### config.mk
export PLATFORM = sky130hd
export DESIGN_NAME = wave_verlet_stencil_step_unit
export DESIGN_NICKNAME = d
export VERILOG_FILES = /design/src/rtl/core/wvs_pkg.sv /design/src/rtl/core/wave_verlet_stencil_step_unit.sv /design/src/rtl/core/wvs_mac.sv
export SDC_FILE = /design/constraint.sdc
export NUM_CORES = 2
export LEC_CHECK = 0
export BUFFER_PORTS_ARGS = -buffer_cell sky130_fd_sc_hd__clkbuf_2
export CORE_UTILIZATION = 50
export DETAILED_ROUTE_END_ITERATION = 8
export MAX_ROUTING_LAYER = met4
export PLACE_DENSITY = 0.71
export SYNTH_ARGS = -nofsm -noshare
export SYNTH_HDL_FRONTEND = slang
export SYNTH_SLANG_ARGS = --single-unit
export TNS_END_PERCENT = 10
### constraint.sdc
create_clock -name clk -period 11.6 [get_ports clk]
set_clock_uncertainty 0.1 [all_clocks]
set_input_delay 1.16 -clock clk [delete_from_list [all_inputs] [get_ports clk]]
set_output_delay 1.16 -clock clk [all_outputs]
set_load 0.03 [all_outputs]
### src/rtl/core/wvs_pkg.sv
// Shared types, constants and fixed-point helpers for the wave Verlet stencil step unit.
package wvs_pkg;

	localparam int VALUE_BITS = 48;
	localparam int OPER_BITS  = VALUE_BITS + 2;
	localparam int COEF_BITS  = 48;
	localparam int ACC_BITS   = OPER_BITS + COEF_BITS + 2;
	localparam int CHUNK_BITS = 16;
	localparam int CHUNKS     = (OPER_BITS + CHUNK_BITS - 1) / CHUNK_BITS;
	localparam int MAG_BITS   = CHUNKS * CHUNK_BITS;
	localparam int PROD_BITS  = MAG_BITS + COEF_BITS;
	localparam int CNT_BITS   = (CHUNKS > 1) ? $clog2(CHUNKS) : 1;
	localparam int COEF_FRAC  = 32;
	localparam int INV_FRAC   = 16;
	localparam int CFG_BITS   = 3;

	localparam logic [CFG_BITS-1:0] CFG_STEP_DT         = 3'd0;
	localparam logic [CFG_BITS-1:0] CFG_HALF_DT_SQUARED = 3'd1;
	localparam logic [CFG_BITS-1:0] CFG_HALF_DT         = 3'd2;
	localparam logic [CFG_BITS-1:0] CFG_INV_DX_SQUARED  = 3'd3;
	localparam logic [CFG_BITS-1:0] CFG_LEFT_EDGE_FIXED = 3'd4;
	localparam logic [CFG_BITS-1:0] CFG_RIGHT_EDGE_FREE = 3'd5;
	localparam logic [CFG_BITS-1:0] CFG_DERIVATIVE_ONLY = 3'd6;

	typedef logic signed [VALUE_BITS-1:0] value_t;
	typedef logic signed [OPER_BITS-1:0]  oper_t;
	typedef logic signed [ACC_BITS-1:0]   acc_t;
	typedef logic [COEF_BITS-1:0]         coef_t;

	typedef struct packed {
		value_t     position;
		value_t     velocity;
		value_t     accel;
		logic       first_point;
		logic       last_point;
		value_t     ghost_value;
	} item_t;

	typedef struct packed {
		value_t     new_position;
		value_t     new_velocity;
		value_t     new_accel;
		logic       end_of_sweep;
	} result_t;

	typedef struct packed {
		logic       start;
		logic       load;
		acc_t       addend;
		oper_t      operand;
		coef_t      coef;
	} mac_cmd_t;

	typedef struct packed {
		logic       done;
		acc_t       acc;
	} mac_rsp_t;

	typedef enum logic [1:0] {
		MAC_IDLE,
		MAC_MUL,
		MAC_FOLD
	} mac_state_t;

	typedef enum logic [3:0] {
		ST_IDLE,
		ST_PRED_X,
		ST_PRED_A,
		ST_HALF,
		ST_EDGE,
		ST_STEN,
		ST_KICK,
		ST_EMIT,
		ST_SHIFT
	} seq_state_t;

	function automatic oper_t widen(input value_t v);
		widen = {{(OPER_BITS-VALUE_BITS){v[VALUE_BITS-1]}}, v};
	endfunction

	function automatic acc_t shl32(input value_t v);
		shl32 = {{(ACC_BITS-VALUE_BITS-COEF_FRAC){v[VALUE_BITS-1]}}, v, {COEF_FRAC{1'b0}}};
	endfunction

	function automatic oper_t second_diff(input value_t l, input value_t c, input value_t r);
		oper_t cc;
		cc = widen(c);
		second_diff = widen(l) + widen(r) - (cc <<< 1);
	endfunction

	function automatic value_t round_sat(input acc_t a, input logic coarse);
		acc_t t;
		acc_t s;
		logic [ACC_BITS-VALUE_BITS:0] hi;
		t = a + (coarse ? (acc_t'(1) <<< (COEF_FRAC-1)) : (acc_t'(1) <<< (INV_FRAC-1)));
		s = coarse ? (t >>> COEF_FRAC) : (t >>> INV_FRAC);
		hi = s[ACC_BITS-1:VALUE_BITS-1];
		if (&hi || ~|hi) begin
			round_sat = s[VALUE_BITS-1:0];
		end else if (s[ACC_BITS-1]) begin
			round_sat = {1'b1, {(VALUE_BITS-1){1'b0}}};
		end else begin
			round_sat = {1'b0, {(VALUE_BITS-1){1'b1}}};
		end
	endfunction

endpackage

### src/rtl/core/wave_verlet_stencil_step_unit.sv
// Top level: sequencer, sweep state, configuration and result register of the stencil step.
// Each grid point runs its products in turn through the single 16x48-bit multiplier: every
// product takes four passes plus a fold and a handoff, and a point needs up to five products
// (three predictor products, the stencil and the velocity kick), two more for the extra result
// at the end of a sweep. In derivative-only mode at most the stencil product runs. The block
// takes a new point while the previous result still waits in its output register.
module wave_verlet_stencil_step_unit (
	input  logic                          clk,
	input  logic                          arst_n,
	input  logic                          item_valid,
	output logic                          item_ready,
	input  wvs_pkg::item_t                item,
	output logic                          result_valid,
	input  logic                          result_ready,
	output wvs_pkg::result_t              result,
	input  logic                          cfg_valid,
	output logic                          cfg_ready,
	input  logic [wvs_pkg::CFG_BITS-1:0]  cfg_index,
	input  logic [wvs_pkg::COEF_BITS-1:0] cfg_data
);
	import wvs_pkg::*;

	seq_state_t state_q, state_d;
	mac_cmd_t   mac_cmd;
	mac_rsp_t   mac_rsp;

	logic [31:0]    dt_q, hdt2_q, hdt_q;
	coef_t          invdx2_q;
	logic           lfix_q, rfree_q, donly_q;

	item_t          item_q;
	value_t         p_q, hv_q, older_q, pend_p_q, pend_v_q, lghost_q, acc_q, vel_q;
	logic           pend_valid_q, pend_first_q, tail_q, wait_q;
	logic           out_valid_q;
	result_t        out_q;

	logic           accept, out_free, emit0, zero_acc;
	value_t         left, center, right, cv, rounded;

	assign accept    = item_valid && item_ready;
	assign out_free  = !out_valid_q || result_ready;
	assign cfg_ready = 1'b1;
	assign emit0     = pend_valid_q && !item_q.first_point;
	assign left      = pend_first_q ? lghost_q : older_q;
	assign center    = tail_q ? p_q : pend_p_q;
	assign right     = tail_q ? (rfree_q ? left : item_q.ghost_value) : p_q;
	assign cv        = tail_q ? hv_q : pend_v_q;
	assign zero_acc  = pend_first_q && lfix_q && (!tail_q || !rfree_q);
	assign rounded   = round_sat(mac_rsp.acc, state_q != ST_STEN);

	always_comb begin
		state_d = state_q;
		case (state_q)
			ST_IDLE:   if (accept) state_d = donly_q ? ST_EDGE : ST_PRED_X;
			ST_PRED_X: if (mac_rsp.done) state_d = ST_PRED_A;
			ST_PRED_A: if (mac_rsp.done) state_d = ST_HALF;
			ST_HALF:   if (mac_rsp.done) state_d = ST_EDGE;
			ST_EDGE: begin
				if (!tail_q && !emit0) state_d = ST_SHIFT;
				else if (zero_acc) state_d = ST_KICK;
				else state_d = ST_STEN;
			end
			ST_STEN:   if (mac_rsp.done) state_d = ST_KICK;
			ST_KICK:   if (donly_q || mac_rsp.done) state_d = ST_EMIT;
			ST_EMIT:   if (out_free) state_d = tail_q ? ST_IDLE : ST_SHIFT;
			ST_SHIFT:  state_d = item_q.last_point ? ST_EDGE : ST_IDLE;
			default:   state_d = ST_IDLE;
		endcase
	end

	always_comb begin
		item_ready      = 1'b0;
		mac_cmd.start   = 1'b0;
		mac_cmd.load    = 1'b1;
		mac_cmd.addend  = '0;
		mac_cmd.operand = '0;
		mac_cmd.coef    = '0;
		case (state_q)
			ST_IDLE: item_ready = 1'b1;
			ST_PRED_X: begin
				mac_cmd.start   = !wait_q;
				mac_cmd.addend  = shl32(item_q.position);
				mac_cmd.operand = widen(item_q.velocity);
				mac_cmd.coef    = COEF_BITS'(dt_q);
			end
			ST_PRED_A: begin
				mac_cmd.start   = !wait_q;
				mac_cmd.load    = 1'b0;
				mac_cmd.operand = widen(item_q.accel);
				mac_cmd.coef    = COEF_BITS'(hdt2_q);
			end
			ST_HALF: begin
				mac_cmd.start   = !wait_q;
				mac_cmd.addend  = shl32(item_q.velocity);
				mac_cmd.operand = widen(item_q.accel);
				mac_cmd.coef    = COEF_BITS'(hdt_q);
			end
			ST_STEN: begin
				mac_cmd.start   = !wait_q;
				mac_cmd.operand = second_diff(left, center, right);
				mac_cmd.coef    = invdx2_q;
			end
			ST_KICK: begin
				mac_cmd.start   = !wait_q && !donly_q;
				mac_cmd.addend  = shl32(cv);
				mac_cmd.operand = widen(acc_q);
				mac_cmd.coef    = COEF_BITS'(hdt_q);
			end
			default: ;
		endcase
	end

	wvs_mac u_mac (
		.clk    (clk),
		.arst_n (arst_n),
		.cmd    (mac_cmd),
		.rsp    (mac_rsp)
	);

	always_ff @(posedge clk or negedge arst_n) begin
		if (!arst_n) begin
			state_q      <= ST_IDLE;
			wait_q       <= 1'b0;
			out_valid_q  <= 1'b0;
			pend_valid_q <= 1'b0;
			pend_first_q <= 1'b0;
			tail_q       <= 1'b0;
			older_q      <= '0;
			pend_p_q     <= '0;
			pend_v_q     <= '0;
			lghost_q     <= '0;
			dt_q         <= 32'd42949673;
			hdt2_q       <= 32'd214748;
			hdt_q        <= 32'd21474836;
			invdx2_q     <= COEF_BITS'(65536);
			lfix_q       <= 1'b1;
			rfree_q      <= 1'b1;
			donly_q      <= 1'b0;
		end else begin
			state_q <= state_d;
			if (mac_cmd.start) wait_q <= 1'b1;
			else if (mac_rsp.done) wait_q <= 1'b0;
			if (state_q == ST_EMIT && out_free) out_valid_q <= 1'b1;
			else if (result_valid && result_ready) out_valid_q <= 1'b0;
			if (cfg_valid && cfg_ready) begin
				case (cfg_index)
					CFG_STEP_DT:         dt_q     <= cfg_data[31:0];
					CFG_HALF_DT_SQUARED: hdt2_q   <= cfg_data[31:0];
					CFG_HALF_DT:         hdt_q    <= cfg_data[31:0];
					CFG_INV_DX_SQUARED:  invdx2_q <= cfg_data;
					CFG_LEFT_EDGE_FIXED: lfix_q   <= cfg_data[0];
					CFG_RIGHT_EDGE_FREE: rfree_q  <= cfg_data[0];
					CFG_DERIVATIVE_ONLY: donly_q  <= cfg_data[0];
					default: ;
				endcase
			end
			case (state_q)
				ST_IDLE: tail_q <= 1'b0;
				ST_EDGE: begin
					if (!tail_q && !emit0) begin
						lghost_q     <= item_q.ghost_value;
						pend_first_q <= 1'b1;
					end
				end
				ST_EMIT: begin
					if (out_free) begin
						pend_first_q <= 1'b0;
						if (tail_q) pend_valid_q <= 1'b0;
						else older_q <= pend_p_q;
					end
				end
				ST_SHIFT: begin
					pend_p_q     <= p_q;
					pend_v_q     <= hv_q;
					pend_valid_q <= 1'b1;
					tail_q       <= item_q.last_point;
				end
				default: ;
			endcase
		end
	end

	always_ff @(posedge clk) begin
		if (accept) begin
			item_q <= item;
			p_q    <= item.position;
			hv_q   <= item.velocity;
		end
		if (state_q == ST_PRED_A && mac_rsp.done) p_q <= rounded;
		if (state_q == ST_HALF && mac_rsp.done) hv_q <= rounded;
		if (state_q == ST_EDGE && zero_acc) acc_q <= '0;
		if (state_q == ST_STEN && mac_rsp.done) acc_q <= rounded;
		if (state_q == ST_KICK) vel_q <= donly_q ? cv : rounded;
		if (state_q == ST_EMIT && out_free) begin
			out_q.new_position <= center;
			out_q.new_velocity <= vel_q;
			out_q.new_accel    <= acc_q;
			out_q.end_of_sweep <= tail_q;
		end
	end

	assign result_valid = out_valid_q;
	assign result       = out_q;

	a_done_when_waiting: assert property (@(posedge clk) disable iff (!arst_n)
		mac_rsp.done |-> wait_q)
		else $error("multiplier result without a pending request");

	a_no_accept_busy: assert property (@(posedge clk) disable iff (!arst_n)
		item_ready |-> !wait_q)
		else $error("item taken while a product is in flight");

	a_one_item: assert property (@(posedge clk) disable iff (!arst_n)
		accept |=> !item_ready)
		else $error("second item taken before the sequence ran");

endmodule

### src/rtl/core/wvs_mac.sv
// Shared multiply-accumulate unit: signed operand times unsigned coefficient, 16 bits a pass.
module wvs_mac (
	input  logic              clk,
	input  logic              arst_n,
	input  wvs_pkg::mac_cmd_t cmd,
	output wvs_pkg::mac_rsp_t rsp
);
	import wvs_pkg::*;

	mac_state_t            state_q, state_d;
	logic [MAG_BITS-1:0]   mag_q;
	coef_t                 coef_q;
	logic [PROD_BITS-1:0]  prod_q;
	logic                  neg_q;
	logic [CNT_BITS-1:0]   cnt_q;
	acc_t                  acc_q;
	logic                  done_q;
	logic [OPER_BITS-1:0]  op_abs;
	logic [CHUNK_BITS+COEF_BITS-1:0] part;
	acc_t                  prod_t;
	logic                  take, mul_en, fold_en;

	assign op_abs = cmd.operand[OPER_BITS-1] ? OPER_BITS'(-cmd.operand) : cmd.operand;
	assign part   = mag_q[MAG_BITS-1 -: CHUNK_BITS] * coef_q;
	assign prod_t = prod_q[ACC_BITS-1:0];

	always_comb begin
		state_d = state_q;
		case (state_q)
			MAC_IDLE: if (cmd.start) state_d = MAC_MUL;
			MAC_MUL:  if (cnt_q == '0) state_d = MAC_FOLD;
			MAC_FOLD: state_d = MAC_IDLE;
			default:  state_d = MAC_IDLE;
		endcase
	end

	always_comb begin
		take    = 1'b0;
		mul_en  = 1'b0;
		fold_en = 1'b0;
		case (state_q)
			MAC_IDLE: take = cmd.start;
			MAC_MUL:  mul_en = 1'b1;
			MAC_FOLD: fold_en = 1'b1;
			default: ;
		endcase
	end

	always_ff @(posedge clk or negedge arst_n) begin
		if (!arst_n) begin
			state_q <= MAC_IDLE;
			done_q  <= 1'b0;
		end else begin
			state_q <= state_d;
			done_q  <= fold_en;
		end
	end

	always_ff @(posedge clk) begin
		if (take) begin
			mag_q  <= MAG_BITS'(op_abs);
			coef_q <= cmd.coef;
			neg_q  <= cmd.operand[OPER_BITS-1];
			prod_q <= '0;
			cnt_q  <= CNT_BITS'(CHUNKS - 1);
			if (cmd.load) acc_q <= cmd.addend;
		end
		if (mul_en) begin
			prod_q <= (prod_q << CHUNK_BITS) + PROD_BITS'(part);
			mag_q  <= mag_q << CHUNK_BITS;
			cnt_q  <= cnt_q - 1'b1;
		end
		if (fold_en) acc_q <= neg_q ? (acc_q - prod_t) : (acc_q + prod_t);
	end

	assign rsp.done = done_q;
	assign rsp.acc  = acc_q;

endmodule
After elaboration in Yosys (flattened, before gate mapping). Cells that the tools add are included.

Word-level logic and storage cells: 195. Memories: 0. Bits of input ports: 250. Memory bits (writable): 0. Output and inout port bits: 148. ROM bits: 0. Register bits after elaboration: 1197. Latch bits: 0.

Eq/ne operators: 29. Mux-type cells: 61. Shift-type cells: 0. $lt $le $gt $ge: 0. $add $sub $neg: 8. Divide/modulo/power cells: 0. Reduce and logical (&&, ||, !) cells: 55. Bitwise gates (word level): 1. Multiply operators: 1.

Operator list (count): 2-to-1 mux 48 bit (14); 2-to-1 mux 100 bit (6); one-hot mux 98 bit (5 select lines) (1); one-hot mux 100 bit (3 select lines) (1); 2-to-1 mux 64 bit (2); adder 100 bit (1); adder 100 x 33 -> 100 bit (1); adder 100 x 64 -> 100 bit (1); subtractor 100 bit (1); 2-to-1 mux 83 bit (1); multiplier 16 x 48 -> 64 bit (1); AND reduction 53 bit (1); OR reduction 53 bit (1); 2-to-1 mux 50 bit (1); negation 50 bit (1); subtractor 49 x 49 -> 50 bit (1); adder 48 x 48 -> 49 bit (1); 2-to-1 mux 4 bit (9); one-hot mux 4 bit (9 select lines) (1); 2-to-1 mux 32 bit (1); AND reduction 2 bit (10); nonzero test 2 bit (10); == test 4 x 3 -> 1 bit (second input constant) (4); != test 2 x 1 -> 1 bit (second input constant) (7); 26 further kinds (77).

Logic depth before layout (Yosys ltp).
Depth in word-level cells: 10. Depth in mapped cells: 30. Mapped depth without buffers: 26.

Modules after synthesis. A second synthesis with hierarchy kept.

Cells, all modules: 9157. Area total of the unflattened synthesis: 91938.2 um^2.

Modules (own cells, without submodules): wvs_mac (times used 1, sequential area each 9374.0 um^2, cells an instance 5550, area each 48097.4 um^2); wave_verlet_stencil_step_unit (times used 1, sequential area each 24701.2 um^2, cells an instance 3607, area each 43840.8 um^2).

Worst setup path before layout. No wires, ideal clock.

Path type: register to register. Start: register u_mac.mag_q[49]. End: register u_mac.prod_q[84], data pin. Period minus slack after synthesis: 7419 ps. Cell stages (with the launch flop): 31. Data required time: 11234 ps. Data arrival time: 7053 ps. Slack: 4181 ps. Cells stage by stage: edfxtp_1 clkbuf_1 clkbuf_1 nand2_1 fa_1 inv_1 fa_1 inv_1 fa_1 inv_1 fa_1 fa_1 inv_1 fa_1 inv_1 ha_1 clkbuf_1 a21oi_1 o21ai_0 a211oi_1 o21ai_0 a21oi_1 o311ai_0 a21o_1 a41o_1 a221o_1 and2_1 clkbuf_1 and4_1 xnor2_1 nor2_1.

Word-level cells in the longest chain between the ends: 3.

Ends and longest elaborated chain: from (decl) (RTL line wvs_mac.sv:11) `logic [MAG_BITS-1:0] mag_q;`; from (signal assigned) (RTL line wvs_mac.sv:61) `mag_q <= MAG_BITS'(op_abs);`; from (signal assigned) (RTL line wvs_mac.sv:70) `mag_q <= mag_q << CHUNK_BITS;`; multiplier 16 x 48 -> 64 bit (RTL line wvs_mac.sv:24) `assign part = mag_q[MAG_BITS-1 -: CHUNK_BITS] * coef_q;`; adder 100 x 64 -> 100 bit (RTL line wvs_mac.sv:69) `prod_q <= (prod_q << CHUNK_BITS) + PROD_BITS'(part);`; 2-to-1 mux 100 bit (RTL line wvs_mac.sv:68) `if (mul_en) begin`; to (signal assigned) (RTL line wvs_mac.sv:69); to (decl) (RTL line wvs_mac.sv:13) `logic [PROD_BITS-1:0] prod_q;`.

No other way between the ends. A chain may end at the register's enable or synchronous reset.

Worst setup path after layout.
Start: register u_mac.mag_q[61]. End: register u_mac.prod_q[90], data pin.

Same word-level chain as after synthesis.

==> impl_metrics.py <==
metrics = {
    "final_layout": {
        "area_growth_pct": 9.881,
        "final_common_cell": "inv_1",
        "final_cell_mix": "1,055 x inv_1, 996 x nand2_1, 830 x edfxtp_1",
        "multi_input_area_sq_mm": 0.05018,
        "drive_gt1_frac": 0.1346,
        "seqCellArea_sq_mm": 0.03408,
        "n_fill_cell": 15397,
        "fin_nets": 10190,
    },
    "drt": {
        "first_pass_iters": 9,
        "drt_iter0_drc": 7443,
        "drc": 0,
        "wl_per_cell_um": 26.12,
        "drt-vias-per-instance": 6.023,
        "finalWirelength_um": 298100,
        "vias": 68730,
        "antenna_left": 0,
    },
    "grt": {
        "grt.busiest_layer": "met2",
        "grt_overflow": 0,
        "antenna_found_initial": 39,
        "grt_start_max_net_pins": 142,
        "grt_pass1_wl_um": 442400,
        "grt_pass1_vias": 68440,
        "met3_usage": 0.05345,
        "met1_usage": 0.4225,
        "met2_usage": 0.5114,
        "track_usage": 0.3383,
    },
    "clock_network": {
        "clkSinkCount": 1197,
        "postCtsHoldBufs": 0,
        "clkTransAtPathRegs_ns": 0.06,
        "cts_htree_levels": 4,
        "clock_latency_ns": 0.83,
        "clock-root-buffer": "clkbuf_16",
        "cts_setup_buffers": 0,
        "cts_buffer_depth": 3,
        "tritoncts": "built",
        "cts_resized": 0,
        "numCtsBuffers": 134,
    },
    "worst_setup_path": {
        "r2r-start": "u_mac.mag_q[61]",
        "path_max_fanout": 25,
        "rr_worst_depth": 23,
        "worst_path_max_delay_cell": "edfxtp_1",
        "cp_data_required_time_ns": 12.03,
        "cp-start-kind": "flop",
        "regToRegEndpoint": "u_mac.prod_q[90]",
        "cp_common_cell": "fa_1",
        "path_class": "flop to flop",
        "cp_slowest_stage_delay_ns": 1.06,
        "timing.critical_path.arrival_ns": 9.58,
        "endpoint_kind": "flop",
        "crit_start": "u_mac.mag_q[61]",
        "r2r_setup_slack_ns": 2.45,
        "worstPathCellList": "nand2_1, fa_1, fa_1, inv_1, fa_1, fa_1, fa_1, inv_1, fa_1, inv_1, ha_1, and2_1, nand3_1, o21ai_0, o21ai_0, o311ai_0, a21o_1, a41o_1, a221o_1, and2_1, nand4_1, xnor2_1, nor2_1",
    },
    "outcome": {
        "outcome": "complete, no violations",
    },
    "logic_synthesis": {
        "syn_area_per_cell_sq_um": 10.29,
        "yosys.cell_types.count": 95,
        "ys_warn_count": 0,
        "synth_top_cell_by_area": "edfxtp_1",
        "synth_cells": 8741,
        "syn-cell-area_sq_mm": 0.08997,
        "ys_ff_latch": 1197,
        "synth_top_area_share": 0.2770,
        "synthesis.nets": 10035,
        "synth.area.top_cells": "edfxtp_1 28%, fa_1 16%, dfrtp_1 8.7%, mux2_2 4.9%, inv_1 4.4%",
        "synth_ff_type": "edfxtp_1",
        "ys_seq_area_frac": 0.3788,
        "synth_edf_count": 830,
        "async_flop_share": 0.2932,
    },
    "sta": {
        "rsz0062_at_grt": "false",
        "hold_viol_final": 0,
        "fin_crit_ns": 9.150,
        "slew_violations": 0,
        "max_freq_ghz": 0.1093,
        "slew_headroom": 0.1113,
        "setup_viol": 0,
        "tns_ns": 0,
        "worstMarginPinSlew_ns": 1.324,
        "period_share": 0.7888,
    },
    "placed_design": {
        "port_buffers": 396,
        "place_congestion": 1.029,
        "dp_hpwl_um": 226600,
    },
    "floorplanning": {
        "rows": 155,
        "die_w_um": 426.2,
        "core_sq_mm": 0.1786,
        "start_util": 0.5037,
        "die_h_um": 426.2,
        "io_pins": 398,
        "dieArea_sq_mm": 0.1816,
    },
    "hold_path": {
        "min_path_type": "input port to asynchronous set/reset pin",
    },
    "flow_run": {
        "maxCapViolations": 0,
    },
}
## final cells by class
cell class | instances | share of cell area
Sequential cell | 1197 | 0.3448
Multi-Input combinational cell | 5992 | 0.5076
Inverter | 1062 | 0.04051
Timing Repair Buffer | 509 | 0.02898
Tap cell | 2355 | 0.02981
Clock buffer | 177 | 0.03638
Clock inverter | 72 | 0.01072
Antenna cell | 48 | 0.001215
## state kept, by name (all words and copies together), names as in the netlist, 64 cells and up
register	cells
item_q	194
result	145
u_mac.acc_q	100
u_mac.mag_q	64
u_mac.prod_q	100
## layer usage
layer / up-vias / wire, um
met5: - / 0
met4: 0 / 23310
met3: 712 / 23570
met2: 3471 / 136700
met1: 34521 / 114500
li1: 30026 / -
## metrics by stage
step	cells	hold slack [ns]	util	setup slack [ns]	cell area (sq um)
final	11412	0.1978	0.5535	2.450	98850
after global routing	11406	0.2283	0.5534	2.046	98840
after floorplan	8741	0.3003	-	4.181	89970
after global placement	11115	0.3041	0.5267	2.764	94080
after detailed placement	11115	0.3045	0.5267	2.630	94080
after CTS	11364	0.1829	0.5528	2.603	98730
## worst max-delay path: cells and delay by family (launching register included)
family / cells / cell delay, ns
DFF: 1 / 1.06
buffers and inverters: 3 / 0.15
and+or+nand+nor: 6 / 1.12
AOI/OAI and AO/OA: 6 / 2.80
adders and majority gates: 7 / 3.39
xor gates and xnor gates: 1 / 0.20
## cell families after synthesis
group | after synthesis | share of synthesized area
other cells | 1 | 0.00004168
compound gates | 1417 | 0.1006
simple gates | 2443 | 0.1279
flops | 1197 | 0.3788
mux | 643 | 0.07699
xor+xnor | 444 | 0.04322
buf+inv | 1552 | 0.06556
fa+ha+maj | 1044 | 0.2069
## how the worst max path moves through the flow
stage                                  end  slack [ns]  cells after the start
after floorplan           u_mac.prod_q[84]        4.18                     30
after global routing      u_mac.prod_q[90]        2.05                     25
after global placement    u_mac.prod_q[84]        2.76                     25
after CTS                 u_mac.prod_q[90]        2.60                     25
final                     u_mac.prod_q[90]        2.45                     23
after detailed placement  u_mac.prod_q[90]        2.63                     23
## cells in the mapped netlist (90+ instances only)
| cell | number |
|---|---|
| inv_1 | 1058 |
| nand2_1 | 1002 |
| edfxtp_1 | 830 |
| fa_1 | 739 |
| nor2_1 | 482 |
| clkbuf_1 | 426 |
| mux2_2 | 392 |
| a21oi_1 | 390 |
| and2_1 | 317 |
| dfrtp_1 | 313 |
| ha_1 | 305 |
| o21ai_0 | 304 |
| xnor2_1 | 288 |
| mux2i_1 | 251 |
| xor2_1 | 156 |
| a21o_1 | 153 |
| nand3_1 | 125 |
| nand4_1 | 115 |
| nor3_1 | 90 |
Power is left out: the tool's default activity adds up to more than one toggle a clock period on the data nets, which glitch-free logic cannot reach.
